File: src/rtl/dpts_pkg.sv
`timescale 1ns / 1ps
// ----------------------------------------------------------------------------
// Decaying-priority task scheduler package
// Shared constants, codes and the structs that run between the top level and
// the row of task cells.
// ----------------------------------------------------------------------------
package dpts_pkg;

   // Task table size and the widths that follow from it.
   localparam int MAX_TASKS  = 8;
   localparam int TASK_IDX_W = (MAX_TASKS > 1) ? $clog2(MAX_TASKS) : 1;
   localparam int COUNT_W    = $clog2(MAX_TASKS + 1);
   localparam int TARGET_W   = (TASK_IDX_W > 3) ? TASK_IDX_W : 3;

   // Base priority and credit of the task that exists after reset.
   localparam logic [7:0] FIRST_PRIORITY = 8'd5;

   // Transaction kinds.
   localparam logic [2:0] KIND_CREATE = 3'd0;
   localparam logic [2:0] KIND_YIELD  = 3'd1;
   localparam logic [2:0] KIND_WAIT   = 3'd2;
   localparam logic [2:0] KIND_RESUME = 3'd3;
   localparam logic [2:0] KIND_TICK   = 3'd4;

   // Task state codes.
   localparam logic [2:0] TS_UNINIT  = 3'd0;
   localparam logic [2:0] TS_ACTIVE  = 3'd1;
   localparam logic [2:0] TS_WAIT    = 3'd2;
   localparam logic [2:0] TS_SUSPEND = 3'd3;
   localparam logic [2:0] TS_STOPPED = 3'd4;

   // Operations broadcast to the cells.
   localparam logic [2:0] OP_NONE   = 3'd0;
   localparam logic [2:0] OP_CREATE = 3'd1;
   localparam logic [2:0] OP_YIELD  = 3'd2;
   localparam logic [2:0] OP_WAIT   = 3'd3;
   localparam logic [2:0] OP_RESUME = 3'd4;
   localparam logic [2:0] OP_TICK   = 3'd5;

   // Command broadcast to every cell in the execute cycle.
   typedef struct packed {
      logic [2:0]            op;
      logic                  sched;
      logic                  reload;
      logic [TASK_IDX_W-1:0] held;
      logic [TARGET_W-1:0]   target;
      logic [7:0]            priority_val;
      logic [2:0]            status;
      logic [15:0]           delay;
   } cmd_type;

   // Search record that travels one cell per cycle.
   typedef struct packed {
      logic                  valid;
      logic                  hit;
      logic                  have;
      logic [7:0]            best;
      logic [TASK_IDX_W-1:0] sel;
   } scan_type;

   // Per-cell status seen by the top level.
   typedef struct packed {
      logic stopped;
      logic credit_one;
   } flag_type;

endpackage

File: src/rtl/dpts_cell.sv
`timescale 1ns / 1ps
// ----------------------------------------------------------------------------
// Task cell
// Holds one entry of the task table, applies broadcast commands to it and
// advances the search record by one step toward the next cell.
// ----------------------------------------------------------------------------
module dpts_cell (
   input  logic                              clock,
   input  logic                              reset,
   input  logic [dpts_pkg::TASK_IDX_W-1:0]   cell_idx,
   input  dpts_pkg::cmd_type                 cmd,
   input  dpts_pkg::scan_type                scan_in,
   output dpts_pkg::scan_type                scan_out,
   output dpts_pkg::flag_type                flags
);
   import dpts_pkg::*;

   logic [7:0]  base_ff, base_in;
   logic [7:0]  credit_ff, credit_in;
   logic [2:0]  state_ff, state_in;
   logic [15:0] wait_ff, wait_in;
   logic        excl_ff, excl_in;
   logic        scan_valid_ff;
   scan_type    scan_ff, scan_in_next;
   logic        is_held;
   logic        is_target;

   assign is_held   = (cmd.held == cell_idx);
   assign is_target = (cmd.target == TARGET_W'(cell_idx));

   // Apply the broadcast command to this entry.
   always_comb begin
      base_in   = base_ff;
      credit_in = credit_ff;
      state_in  = state_ff;
      wait_in   = wait_ff;
      excl_in   = excl_ff;
      case (cmd.op)
         OP_CREATE: begin
            if (is_target) begin
               base_in   = cmd.priority_val;
               credit_in = cmd.priority_val;
               state_in  = cmd.status;
            end
         end
         OP_YIELD: begin
            excl_in = is_held && (state_ff != TS_STOPPED);
            if (is_held && (state_ff != TS_STOPPED)) begin
               state_in = TS_ACTIVE;
            end
         end
         OP_WAIT: begin
            excl_in = 1'b0;
            if (is_held) begin
               state_in = TS_WAIT;
               wait_in  = cmd.delay;
            end
         end
         OP_RESUME: begin
            if (is_target && (state_ff == TS_STOPPED)) begin
               state_in = cmd.status;
            end
         end
         OP_TICK: begin
            if (wait_ff != 16'd0) begin
               wait_in = wait_ff - 16'd1;
            end
         end
         default: begin
         end
      endcase
      // Credit decay of the running task, with a refill from base priority.
      if (cmd.sched) begin
         if (cmd.reload) begin
            credit_in = base_ff;
         end else if (is_held) begin
            credit_in = credit_ff - 8'd1;
         end
      end
   end

   // One search step: the first ready waiter wins, else the latest best credit.
   always_comb begin
      scan_in_next = scan_in;
      if (!scan_in.hit) begin
         if ((state_ff == TS_WAIT) && (wait_ff == 16'd0)) begin
            scan_in_next.hit = 1'b1;
            scan_in_next.sel = cell_idx;
         end else if ((state_ff == TS_ACTIVE) && !excl_ff &&
                      (credit_ff >= scan_in.best)) begin
            scan_in_next.have = 1'b1;
            scan_in_next.best = credit_ff;
            scan_in_next.sel  = cell_idx;
         end
      end
   end

   // Table entry and search record valid.
   always_ff @(posedge clock) begin
      if (reset) begin
         base_ff       <= (cell_idx == '0) ? FIRST_PRIORITY : 8'd0;
         credit_ff     <= (cell_idx == '0) ? FIRST_PRIORITY : 8'd0;
         state_ff      <= (cell_idx == '0) ? TS_ACTIVE : TS_UNINIT;
         wait_ff       <= 16'd0;
         excl_ff       <= 1'b0;
         scan_valid_ff <= 1'b0;
      end else begin
         base_ff       <= base_in;
         credit_ff     <= credit_in;
         state_ff      <= state_in;
         wait_ff       <= wait_in;
         excl_ff       <= excl_in;
         scan_valid_ff <= scan_in.valid;
      end
   end

   // Search record payload.
   always_ff @(posedge clock) begin
      scan_ff <= scan_in_next;
   end

   always_comb begin
      scan_out       = scan_ff;
      scan_out.valid = scan_valid_ff;
   end

   assign flags.stopped    = (state_ff == TS_STOPPED);
   assign flags.credit_one = (credit_ff == 8'd1);

endmodule

File: src/rtl/decaying_priority_task_scheduler.sv
`timescale 1ns / 1ps
// ----------------------------------------------------------------------------
// Decaying-priority task scheduler
// Task table held in a row of cells, with a search record that walks the row.
// ----------------------------------------------------------------------------
// A transaction is taken when start is high and busy is low; its result shows
// on the rsp_ ports for one cycle with rsp_valid and cannot be held off.
// Create, resume, tick and the first yield or wait run only the execute state;
// the result is shown in the cycle in which busy falls. Later yield and wait
// transactions also run the scheduler search, whose record moves through one
// task cell per cycle, and busy stays high until the record leaves the last
// cell. A new transaction can be started in the cycle in which the previous
// result is shown.
// ----------------------------------------------------------------------------
module decaying_priority_task_scheduler (
   input  logic        clock,
   input  logic        reset,
   input  logic        start,
   output logic        busy,
   input  logic [2:0]  req_kind,
   input  logic [7:0]  req_priority_req,
   input  logic [2:0]  req_status,
   input  logic [15:0] req_delay_ticks,
   input  logic [2:0]  req_task_index,
   output logic        rsp_valid,
   output logic [2:0]  rsp_running_task,
   output logic        rsp_accepted,
   output logic [3:0]  rsp_task_count,
   output logic [31:0] rsp_system_time
);
   import dpts_pkg::*;

   localparam logic [1:0] S_IDLE = 2'd0;
   localparam logic [1:0] S_EXEC = 2'd1;
   localparam logic [1:0] S_SCAN = 2'd2;

   logic [1:0]            fsm_ff, fsm_in;
   logic [2:0]            kind_ff, kind_in;
   logic [7:0]            pri_ff, pri_in;
   logic [2:0]            status_ff, status_in;
   logic [15:0]           delay_ff, delay_in;
   logic [2:0]            index_ff, index_in;
   logic [COUNT_W-1:0]    created_ff, created_in;
   logic [TASK_IDX_W-1:0] current_ff, current_in;
   logic                  started_ff, started_in;
   logic [31:0]           time_ff, time_in;
   logic                  scan_start_ff, scan_start_in;
   logic                  rsp_valid_ff, rsp_valid_in;
   logic [2:0]            rsp_task_ff, rsp_task_in;
   logic                  rsp_acc_ff, rsp_acc_in;
   logic [3:0]            rsp_count_ff, rsp_count_in;
   logic [31:0]           rsp_time_ff, rsp_time_in;

   cmd_type               cmd;
   scan_type              chain [0:MAX_TASKS];
   flag_type              flags [0:MAX_TASKS-1];
   logic                  reload_hit;
   logic                  resume_hit;
   logic                  can_create;
   logic                  exec_acc;
   logic                  is_exec;
   logic                  scan_done;

   // Row of task cells linked by the search record.
   assign chain[0] = '{valid: scan_start_ff, hit: 1'b0, have: 1'b0,
                       best: 8'd0, sel: '0};

   for (genvar g = 0; g < MAX_TASKS; g++) begin : g_cell
      dpts_cell u_cell (
         .clock    (clock),
         .reset    (reset),
         .cell_idx (TASK_IDX_W'(g)),
         .cmd      (cmd),
         .scan_in  (chain[g]),
         .scan_out (chain[g+1]),
         .flags    (flags[g])
      );
   end

   assign is_exec    = (fsm_ff == S_EXEC);
   assign scan_done  = (fsm_ff == S_SCAN) && chain[MAX_TASKS].valid;
   assign can_create = (32'(created_ff) < MAX_TASKS);

   // Status of the running task and of the resume target.
   always_comb begin
      reload_hit = 1'b0;
      resume_hit = 1'b0;
      for (int i = 0; i < MAX_TASKS; i++) begin
         if (TASK_IDX_W'(i) == current_ff) begin
            reload_hit = reload_hit | flags[i].credit_one;
         end
         if (TARGET_W'(i) == TARGET_W'(index_ff)) begin
            resume_hit = resume_hit | flags[i].stopped;
         end
      end
   end

   // Decode the latched transaction into a broadcast command.
   always_comb begin
      cmd              = '0;
      cmd.held         = current_ff;
      cmd.priority_val = pri_ff;
      cmd.status       = status_ff;
      cmd.delay        = delay_ff;
      cmd.target       = TARGET_W'(index_ff);
      exec_acc         = 1'b0;
      if (is_exec) begin
         case (kind_ff)
            KIND_CREATE: begin
               cmd.target = TARGET_W'(created_ff);
               cmd.op     = can_create ? OP_CREATE : OP_NONE;
               exec_acc   = can_create;
            end
            KIND_YIELD: begin
               cmd.op    = OP_YIELD;
               cmd.sched = started_ff;
               exec_acc  = 1'b1;
            end
            KIND_WAIT: begin
               cmd.op    = OP_WAIT;
               cmd.sched = started_ff;
               exec_acc  = 1'b1;
            end
            KIND_RESUME: begin
               cmd.op   = OP_RESUME;
               exec_acc = resume_hit;
            end
            KIND_TICK: begin
               cmd.op   = OP_TICK;
               exec_acc = 1'b1;
            end
            default: begin
               cmd.op = OP_NONE;
            end
         endcase
      end
      cmd.reload = cmd.sched & reload_hit;
   end

   // Sequencer and global counters.
   always_comb begin
      fsm_in        = fsm_ff;
      kind_in       = kind_ff;
      pri_in        = pri_ff;
      status_in     = status_ff;
      delay_in      = delay_ff;
      index_in      = index_ff;
      created_in    = created_ff;
      current_in    = current_ff;
      started_in    = started_ff;
      time_in       = time_ff;
      scan_start_in = 1'b0;
      rsp_valid_in  = 1'b0;
      rsp_acc_in    = rsp_acc_ff;
      case (fsm_ff)
         S_IDLE: begin
            if (start) begin
               fsm_in    = S_EXEC;
               kind_in   = req_kind;
               pri_in    = req_priority_req;
               status_in = req_status;
               delay_in  = req_delay_ticks;
               index_in  = req_task_index;
            end
         end
         S_EXEC: begin
            if ((kind_ff == KIND_CREATE) && can_create) begin
               created_in = created_ff + COUNT_W'(1);
            end
            if (kind_ff == KIND_TICK) begin
               time_in = time_ff + 32'd1;
            end
            if ((kind_ff == KIND_YIELD) || (kind_ff == KIND_WAIT)) begin
               started_in = 1'b1;
            end
            if (cmd.sched) begin
               fsm_in        = S_SCAN;
               scan_start_in = 1'b1;
            end else begin
               fsm_in       = S_IDLE;
               rsp_valid_in = 1'b1;
               rsp_acc_in   = exec_acc;
            end
         end
         S_SCAN: begin
            if (scan_done) begin
               fsm_in       = S_IDLE;
               rsp_valid_in = 1'b1;
               rsp_acc_in   = 1'b1;
               if (chain[MAX_TASKS].hit || chain[MAX_TASKS].have) begin
                  current_in = chain[MAX_TASKS].sel;
               end
            end
         end
         default: begin
            fsm_in = S_IDLE;
         end
      endcase
      rsp_task_in  = 3'(current_in);
      rsp_count_in = 4'(created_in);
      rsp_time_in  = time_in;
   end

   // Control registers.
   always_ff @(posedge clock) begin
      if (reset) begin
         fsm_ff        <= S_IDLE;
         created_ff    <= COUNT_W'(1);
         current_ff    <= '0;
         started_ff    <= 1'b0;
         time_ff       <= 32'd0;
         scan_start_ff <= 1'b0;
         rsp_valid_ff  <= 1'b0;
      end else begin
         fsm_ff        <= fsm_in;
         created_ff    <= created_in;
         current_ff    <= current_in;
         started_ff    <= started_in;
         time_ff       <= time_in;
         scan_start_ff <= scan_start_in;
         rsp_valid_ff  <= rsp_valid_in;
      end
   end

   // Latched transaction and result payload.
   always_ff @(posedge clock) begin
      kind_ff      <= kind_in;
      pri_ff       <= pri_in;
      status_ff    <= status_in;
      delay_ff     <= delay_in;
      index_ff     <= index_in;
      rsp_acc_ff   <= rsp_acc_in;
      rsp_task_ff  <= rsp_task_in;
      rsp_count_ff <= rsp_count_in;
      rsp_time_ff  <= rsp_time_in;
   end

   assign busy             = (fsm_ff != S_IDLE);
   assign rsp_valid        = rsp_valid_ff;
   assign rsp_running_task = rsp_task_ff;
   assign rsp_accepted     = rsp_acc_ff;
   assign rsp_task_count   = rsp_count_ff;
   assign rsp_system_time  = rsp_time_ff;

endmodule

File: config.mk
export PLATFORM = sky130hd
export DESIGN_NAME = decaying_priority_task_scheduler
export DESIGN_NICKNAME = d
export VERILOG_FILES = /design/src/rtl/dpts_pkg.sv /design/src/rtl/dpts_cell.sv /design/src/rtl/decaying_priority_task_scheduler.sv
export SDC_FILE = /design/constraint.sdc
export NUM_CORES = 1
export LEC_CHECK = 0
export BUFFER_PORTS_ARGS = -buffer_cell sky130_fd_sc_hd__buf_4
export CORE_ASPECT_RATIO = 1.2
export CORE_MARGIN = 5
export CORE_UTILIZATION = 60
export DETAILED_ROUTE_END_ITERATION = 10
export PLACE_DENSITY = 0.83
export SLEW_MARGIN = 20
export SYNTH_ARGS = -nofsm -noshare
export SYNTH_HDL_FRONTEND = slang
export SYNTH_SLANG_ARGS = --single-unit
File: constraint.sdc
create_clock -name clock -period 3.49 [get_ports clock]
set_clock_uncertainty 0.2 [all_clocks]
set_input_delay 0.1745 -clock clock [delete_from_list [all_inputs] [get_ports clock]]
set_output_delay 0.1745 -clock clock [all_outputs]
set_load 0.03 [all_outputs]
After elaboration in Yosys (flattened, before gate mapping)
Index checks and enable logic that the tools add are counted.
{ "word_totals": {"regBits": 509, "input_bits": 36, "output_inout_bits": 42, "wordCells": 561} }
{ "classes": {"n_addsub": 18, "n_lt_le_gt_ge": 9, "n_eq_ne": 122, "n_mux": 190, "bitwise_logic": 17, "n_reduce_logical": 110} }
{ "op_table": {"columns": ["cell", "count"], "rows": [
  ["$mux W8", 40],
  ["$mux W16", 16],
  ["$pmux W16 S2", 8],
  ["$mux W12", 15],
  ["$mux W3", 44],
  ["$logic_not A16 Y1", 8],
  ["$reduce_bool A16 Y1", 8],
  ["$sub A16 B1 Y16 const B", 8],
  ["$pmux W3 S4", 8],
  ["$ne A2 B1 Y1 const B", 40],
  ["$eq A8 B1 Y1 const B", 8],
  ["$mux W32", 2],
  ["$sub A8 B1 Y8 const B", 8],
  ["$mux W9", 7],
  ["$eq A3 B3 Y1 const B", 19],
  ["$ge A8 B8 Y1", 7],
  ["$eq A3 B2 Y1 const B", 16],
  ["$logic_and A1 B1 Y1", 42],
  ["$reduce_and A5 Y1", 8],
  ["$eq A3 B1 Y1 const B", 12],
  ["$add A32 B1 Y32 const B", 1],
  ["$mux W1", 31],
  ["$reduce_and A3 Y1", 9],
  ["$eq A3 B3 Y1 const A", 8],
  ["other kinds (27)", 93]
]} }

Depth between registers and ports, before layout
Gate-level depths: netlist of the first run.
{ "depth": {"word_depth": 19, "ltp_mapped": 12, "depth_no_buf": 9} }

Hierarchy
Synthesis of the first run repeated with hierarchy kept, for this count alone.
{ "hier_totals": {"hier_cells": 3136, "hier_area_um2": 28647.5} }
{ "modules_own_cells": {"columns": ["mod", "instances", "cells_each", "area_per_inst_um2"], "rows": [
  ["dpts_cell at g_cell[0].u_cell ...", 5, 347, 3029.2],
  ["decaying_priority_task_scheduler", 1, 338, 4229.1],
  ["dpts_cell at g_cell[5].u_cell", 1, 364, 3169.3],
  ["dpts_cell at g_cell[6].u_cell", 1, 349, 3066.7],
  ["dpts_cell at g_cell[7].u_cell", 1, 350, 3036.7]
]} }

Least setup slack after synthesis of the first run
OpenSTA, ideal clock, no wires.
{ "synth_timing": {"kind": "register to register", "startpoint": "reg g_cell[3].u_cell.wait_ff[0]", "endpoint": "reg g_cell[3].u_cell.scan_ff, in the netlist g_cell[3].u_cell.scan_out[5]", "setup_ns": 0.121, "t_arrival_ns": 2.384, "required_ns": 3.169, "path_slack_ns": 0.785, "stages_incl_launch_ff": 11, "path_buffers": 1, "synth_period_minus_slack_ns": 2.705, "cell_sequence": "dfxtp_1 -> inv_1 -> ha_1 -> nor3b_1 -> nand2_1 -> nor3_1 -> and4_1 -> or2_2 -> or2_1 -> buf_2 -> mux2_2"} }
{ "synth_rtl": {"columns": ["element", "line_no", "source"], "rows": [
  ["start, declared", "dpts_cell.sv:21", "logic [15:0] wait_ff, wait_in;"],
  ["start signal, assigned", "dpts_cell.sv:111", "wait_ff <= wait_in;"],
  ["end signal, assigned", "dpts_cell.sv:119", "scan_ff <= scan_in_next;"],
  ["end, declared", "dpts_cell.sv:24", "scan_type scan_ff, scan_in_next;"]
]} }

==> flow_summary_export.csv, run 1 <==
group,metric,value,unit
min_path,holdCritPathClass,"in -> reg",
sta,grt_setup_unrepaired,"false",
logic_synthesis,ys_async_sr_fraction,0,
power_and_ir_drop,power_leakage,10.8,nW
logic_synthesis,synth_cell_types,89,
logic_synthesis,syn_inst,2932,
critical_path,worst_setup_end_kind,"flop",
grt,grt_start_max_net_pins,149,
run,cap_viol_max_count,0,
power_and_ir_drop,total_power,0.0126,W
critical_path,timing.critical_path.required,3.78,ns
critical_path,timing.critical_path.cells,"inv_1, ha_1, or3b_1, or4_1, nor3_2, nand3_1, nand2b_1, or2_1, mux2_2",
critical_path,arrival,3.55,ns
power_and_ir_drop,power.share.switching,0.242,
logic_synthesis,netlist_area,24500,um^2
logic_synthesis,synthFlopType,"sky130_fd_sc_hd__dfxtp_1",
logic_synthesis,synthesis.nets,3053,
critical_path,cp_slowest_stage_delay,0.49,ns
sta,finalMaxSlewViolations,0,
grt,grt_antenna_before_repair,0,
layout,drive_above_1_share,0.108,
sta,setup-violations-final,0,
grt,number_of_global_route_vias_before_repair,22400,
grt,wire_length_of_the_first_global_routing_pass,116000,um
drt,ant_nets,0,
layout,layout.cells.most_common,"sky130_fd_sc_hd__dfxtp_1",
power_and_ir_drop,p_seq_frac,0.482,
min_path,min_path_cells,2,
logic_synthesis,ys_seq_area_frac,0.424,
layout,leading_cell_types_in_the_layout_fill_and_taps_excluded,"sky130_fd_sc_hd__dfxtp_1, sky130_fd_sc_hd__nand2_1, sky130_fd_sc_hd__a21oi_1, sky130_fd_sc_hd__nor2_1, sky130_fd_sc_hd__o21ai_0",
die,io_pins,78,
placed_design,place.gp.congestion,0.970,
min_path,hold_path.startpoint,"req_delay_ticks[0]",
power_and_ir_drop,clock_network_fraction_of_total_power,0.446,
die,core_region_area,40500,um^2
logic_synthesis,yosys_warnings,0,
critical_path,critical_path.reg2reg.endpoint,"g_cell[5].u_cell.scan_out[7]",
critical_path,worstRegToRegCells,9,
critical_path,criticalPathCategory,"reg -> reg",
die,die_h,231,um
die,initial_utilization,0.605,
critical_path,timing.rr.start,"g_cell[5].u_cell.wait_ff[0]",
power_and_ir_drop,power.density_cell_area,451,nW/um^2
layout,fin_nets,3121,
clocking,cts-root-to-sink-buffers,3,
critical_path,critical_path_peak_fanout,9,
power_and_ir_drop,combinationalPowerShare,0.072,
grt,overflow,0,
drt,dr.first_iter.drc_count,2081,
sta,maxSlewHeadroom,0.332,
die,dieWidth,195,um
clocking,clk-insertion-delay-late,0.61,ns
clocking,cts_tree,"yes",
power_and_ir_drop,internal_dissipation,0.00953,W
clocking,clk_root_buffer_cell,"sky130_fd_sc_hd__clkbuf_16",
die,die-area,45000,um^2
grt,grtUsageTotal,0.311,
die,placement_rows,81,
sta,max_slew.worst_pin.slew,1.00,ns
clocking,htreeDepth,2,
sta,min_period_over_period,0.934,
logic_synthesis,postSynthAreaPerCell,8.36,um^2
layout,insertedDiodeCount,0,
sta,final_period_minus_worst_setup_slack,3.26,ns
power_and_ir_drop,max-vdd-ir-drop,0.534,mV
sta,setup-tns-final,0,ns
clocking,clk_pin_slew,0.06,ns
drt,finalWirelength,72700,um
critical_path,critical_path.top_delay_family,"simple AND/OR/NAND/NOR gates",
drt,detail_route.vias_per_cell,6.42,
power_and_ir_drop,p_switching,0.00304,W
placed_design,dp_hpwl,49500,um
sta,hold-worst-slack,0.0848,ns
run_status,outcome,"completed",
critical_path,startpoint_type,"flop",
sta,report.final.hold_viol_count,0,
logic_synthesis,synth-edff-count,34,
clocking,numCtsBuffers,49,
min_path,min_to,"delay_ff[0]",
critical_path,rrSetupSlack,0.23,ns
drt,route.vias.total,23000,
layout,syn2layout_area_growth,13.6,%
sta,max_freq,307,MHz
clocking,tritoncts_num_sinks,502,
drt,wl_per_cell,20.3,um
critical_path,timing.critical_path.buf_inv,1,
placed_design,count_of_port_buffers_added_during_placement,77,
logic_synthesis,postSynthRegisterBits,502,
drt,drc_errors,0,
clocking,post_cts_repair_setup_buffers,0,
critical_path,slowest_cell_on_the_critical_path,"sky130_fd_sc_hd__or4_1",
drt,drt_first_pass_iters,8,
registers in the layout (all words and copies together) (netlist names), 8 cells and up:
register,flops
g_cell.u_cell.wait_ff,128
g_cell.u_cell.credit_ff,64
g_cell.u_cell.base_ff,64
time_ff,32
pri_ff,8
g_cell.u_cell.scan_out,89
g_cell.u_cell.excl_ff,8
g_cell.u_cell.state_ff,24
rsp_system_time,32
delay_ff,16
g_cell.u_cell.scan_valid_ff,8
layer usage:
layer	routed length, um	global-route usage	share of wire
met1	28000	0.369	0.39
met2	35500	0.540	0.49
met5	0	0	0
met3	5020	0.0522	0.069
met4	4200	0.168	0.058
area by class of cell:
| class | count | area [um^2] |
|---|---|---|
| well taps | 539 | 674 |
| clock buffers | 68 | 1430 |
| multi-input cells | 2147 | 13100 |
| flip-flops and latches | 502 | 10400 |
| inverters | 103 | 387 |
| fillers | 3124 | 12700 |
| repair buffers | 197 | 1600 |
| clock inverters | 24 | 300 |
timing repair:
action                                 CTS  global route
gates resized for setup                  0             1
endpoints found under the hold margin  117             0
setup endpoints to repair                0             6
hold buffers                            35             0
cells in the mapped netlist, drive strengths merged, types with 7 or more instances:
cell       n  area, um^2
a22oi     62         465
o2111ai    7        61.3
buf       35         191
a21o      19         143
inv      103         387
nand2b    35         226
nand3b    12        90.1
a211oi    22         175
o211a     10         100
nand3     64         320
or3       23         144
nor3b     21         158
mux2      40         450
edfxtp    34        1020
nor4      31         200
o31ai     45         338
nor2b     59         369
o21ai    203        1020
o41ai     15         131
and3      19         119
a21oi    311        1560
nor3      85         425
o211ai    16         120
nand4     38         238
a31oi     28         175
clkbuf   145         546
nor4b     21         199
a311oi    10        87.6
a221oi    11        96.3
o311a     12         120
and2      23         144
xor2      16         140
nor2     250         941
or2       21         131
xnor2     29         254
o221ai    24         210
nand2    340        1280
or4       25         191
ha        85        1060
dfxtp    468        9370
mux2i     37         370
power groups by stage:
stage,combinational (W),clock [W],sequential [W]
after CTS,0.000883,0.00566,0.00605
final,0.000904,0.00561,0.00606
after detailed placement,0.000843,0,0.00618
after global placement,0.000810,0,0.00617
after floorplan,0.000582,0,0.00611
after global routing,0.000982,0.00592,0.00606
metrics by stage:
step / cells / instance area, um^2 / setup WS (ns) / util
5_1_grt: 3580 / 27900 / 0.0405 / 0.687
4_1_cts: 3580 / 27900 / 0.0845 / 0.687
3_5_place_dp: 3453 / 25800 / 0.115 / 0.636
3_3_place_gp: 3453 / 25800 / 0.324 / 0.635
2_1_floorplan: 2932 / 24500 / 0.785 / -
6_report: 3580 / 27900 / 0.230 / 0.687
worst max-delay path by stage:
| stage | from | slack (ns) | endpoint | cells after the start |
|---|---|---|---|---|
| global route | fsm_ff[1] | 0.04 | g_cell[4].u_cell.wait_ff[13] | 10 |
| floorplan | g_cell[3].u_cell.wait_ff[0] | 0.79 | g_cell[3].u_cell.scan_out[5] | 10 |
| CTS | g_cell[5].u_cell.wait_ff[0] | 0.08 | g_cell[5].u_cell.scan_out[7] | 9 |
| global placement | g_cell[5].u_cell.wait_ff[0] | 0.32 | g_cell[5].u_cell.scan_out[7] | 9 |
| finish | g_cell[5].u_cell.wait_ff[0] | 0.23 | g_cell[5].u_cell.scan_out[7] | 9 |
| detailed placement | g_cell[5].u_cell.wait_ff[0] | 0.12 | g_cell[5].u_cell.scan_out[7] | 9 |
logic make-up (layout without fill, tap and decap cells):
logic type,Yosys count,after routing,share of synthesized area
flip-flops,502,502,0.424
XOR/XNOR,45,45,0.0161
AO/OA/AOI/OAI,847,847,0.215
buffers and inverters,283,392,0.0458
adder cells (fa/ha/maj),85,85,0.0434
AND/OR/NAND/NOR,1091,1091,0.220
multiplexers,79,79,0.0353
Note: power is estimated with default switching activity, not from simulation.
==> run 2: changes to the inputs <==
CTS_BUF_LIST = sky130_fd_sc_hd__clkbuf_4   (was not set)
==> run 2 against run 1 <==
Compared with the run above:
- register-to-register slack worse by 0.06 ns
- maximum frequency is 1.8% lower
- clock power decreased by 6.4%
- setup slack worse by 0.061 ns
- count of clock-buffer cells in the layout grew 117
- flip-flop and latch count unchanged
- utilization increased by 0.69 points
- via count up 4.0%
- cell count increased by 4.8%
- critical path type unchanged
==> flow_summary_export.csv, run 2 (synthesis results as in run 1) <==
group,metric,value,unit
drt,finalWirelength,75700,um
clocking,cts_tree,"yes",
grt,grtUsageTotal,0.325,
drt,ant_nets,0,
run_status,outcome,"completed",
drt,drc_errors,0,
critical_path,worst_setup_end_kind,"flop",
grt,grt_antenna_before_repair,1,
layout,layout.cells.most_common,"sky130_fd_sc_hd__dfxtp_1",
placed_design,dp_hpwl,49500,um
sta,finalMaxSlewViolations,0,
sta,grt_setup_unrepaired,"false",
min_path,holdCritPathClass,"in -> reg",
placed_design,pre_cts_slack,0.115,ns
clocking,clk_root_buffer_cell,"sky130_fd_sc_hd__clkbuf_4",
sta,max_freq,301,MHz
clocking,clk_pin_slew,0.06,ns
sta,setup-violations-final,0,
critical_path,critical_path_peak_fanout,9,
critical_path,timing.critical_path.cells,"inv_1, ha_1, or3b_1, or4_1, nor3_2, nand3_1, nand2b_1, or2_1, mux2_2",
die,core_region_area,40500,um^2
clocking,numCtsBuffers,131,
drt,detail_route.vias_per_cell,6.37,
critical_path,criticalPathCategory,"reg -> reg",
drt,route.vias.total,23900,
die,io_pins,78,
die,die-area,45000,um^2
grt,overflow,0,
critical_path,cp_slowest_stage_delay,0.49,ns
layout,drive_above_1_share,0.138,
die,initial_utilization,0.605,
sta,max_slew.worst_pin.slew,1.04,ns
critical_path,arrival,3.85,ns
layout,leading_cell_types_in_the_layout_fill_and_taps_excluded,"sky130_fd_sc_hd__dfxtp_1, sky130_fd_sc_hd__nand2_1, sky130_fd_sc_hd__a21oi_1, sky130_fd_sc_hd__nor2_1, sky130_fd_sc_hd__clkbuf_4",
sta,min_period_over_period,0.952,
drt,wl_per_cell,20.2,um
clocking,htreeDepth,4,
layout,fin_util,0.694,
power_and_ir_drop,max-vdd-ir-drop,0.338,mV
clocking,clk-insertion-delay-late,0.89,ns
grt,wire_length_of_the_first_global_routing_pass,120000,um
placed_design,place.gp.congestion,0.970,
critical_path,slowest_cell_on_the_critical_path,"sky130_fd_sc_hd__or4_1",
sta,timing.final.ws_setup,0.169,ns
clocking,tritoncts_num_sinks,502,
layout,top_register,"g_cell.u_cell.wait_ff",
clocking,cts-root-to-sink-buffers,3,
placed_design,count_of_port_buffers_added_during_placement,77,
power_and_ir_drop,total_power,0.0122,W
sta,maxSlewHeadroom,0.310,
run,cap_viol_max_count,0,
sta,setup-tns-final,0,ns
sta,final_period_minus_worst_setup_slack,3.32,ns
die,die_h,231,um
clocking,post_cts_repair_setup_buffers,0,
power_and_ir_drop,power_leakage,11.0,nW
grt,number_of_global_route_vias_before_repair,23500,
drt,dr.first_iter.drc_count,2184,
grt,grt_start_max_net_pins,149,
power_and_ir_drop,power.density_cell_area,435,nW/um^2
critical_path,timing.critical_path.required,4.02,ns
die,dieWidth,195,um
critical_path,startpoint_type,"flop",
sta,hold-worst-slack,0.102,ns
layout,syn2layout_area_growth,14.8,%
sta,report.final.hold_viol_count,0,
drt,drt_first_pass_iters,6,
layout,flip_flop_count_of_the_largest_register_all_copies_and_words_added,128,
die,placement_rows,81,
layout,fin_nets,3236,
## run 2: where the power goes
group | switching, W | leakage (nW) | internal, W
sequential | 0.000134 | 4.10 | 0.00592
combinational | 0.000576 | 5.94 | 0.000367
clock | 0.00250 | 0.998 | 0.00274
## run 2: final cells by class
type                            count  area, um^2
Clock buffer                      185        1390
Sequential cell                   502       10400
Antenna cell                        1        2.50
Timing Repair Buffer              230        1930
Clock inverter                     45         285
Multi-Input combinational cell   2147       13100
Tap cell                          539         674
Fill cell                        3123       12400
Inverter                          103         387
## run 2: metal layers
| metal | track usage | vias up | wire length (um) |
|---|---|---|---|
| met3 | 0.0606 | 337 | 5750 |
| met4 | 0.229 | 0 | 5380 |
| met2 | 0.549 | 1284 | 36500 |
| met1 | 0.371 | 11200 | 28100 |
| met5 | 0 | - | 0 |
| li1 | - | 11100 | - |
## run 2: final timing paths
check	endpoint	slack (ns)	cells past startpoint	startpoint
setup / recovery	g_cell[5].u_cell.scan_out[7]	0.17	9	g_cell[5].u_cell.wait_ff[0]
hold / removal	fsm_ff[0]	0.10	4	start
setup reg to reg	g_cell[5].u_cell.scan_out[7]	0.17	9	g_cell[5].u_cell.wait_ff[0]
hold reg to reg	g_cell[7].u_cell.scan_out[2]	0.21	1	g_cell[6].u_cell.scan_out[2]
## run 2: critical path: cells and delay by family (launching register included)
kind	cells	cell delay (ns)
flops	1	0.34
mux	1	0.41
simple gates	6	1.99
fa+ha+maj	1	0.17
buf+inv	1	0.07
## run 2: stage by stage
| step | cell area, um^2 | std cells |
|---|---|---|
| after floorplan | 24500 | 2932 |
| after global placement | 25800 | 3453 |
| after detailed placement | 25800 | 3453 |
| after CTS | 28100 | 3751 |
| after global routing | 28100 | 3752 |
| final | 28100 | 3752 |
## run 2: timing repair
| item | in CTS | in global routing |
|---|---|---|
| hold buffers | 68 | 0 |
| setup endpoints to repair | 0 | 6 |
| gates resized for setup | 0 | 1 |
| hold endpoints to repair | 341 | 0 |
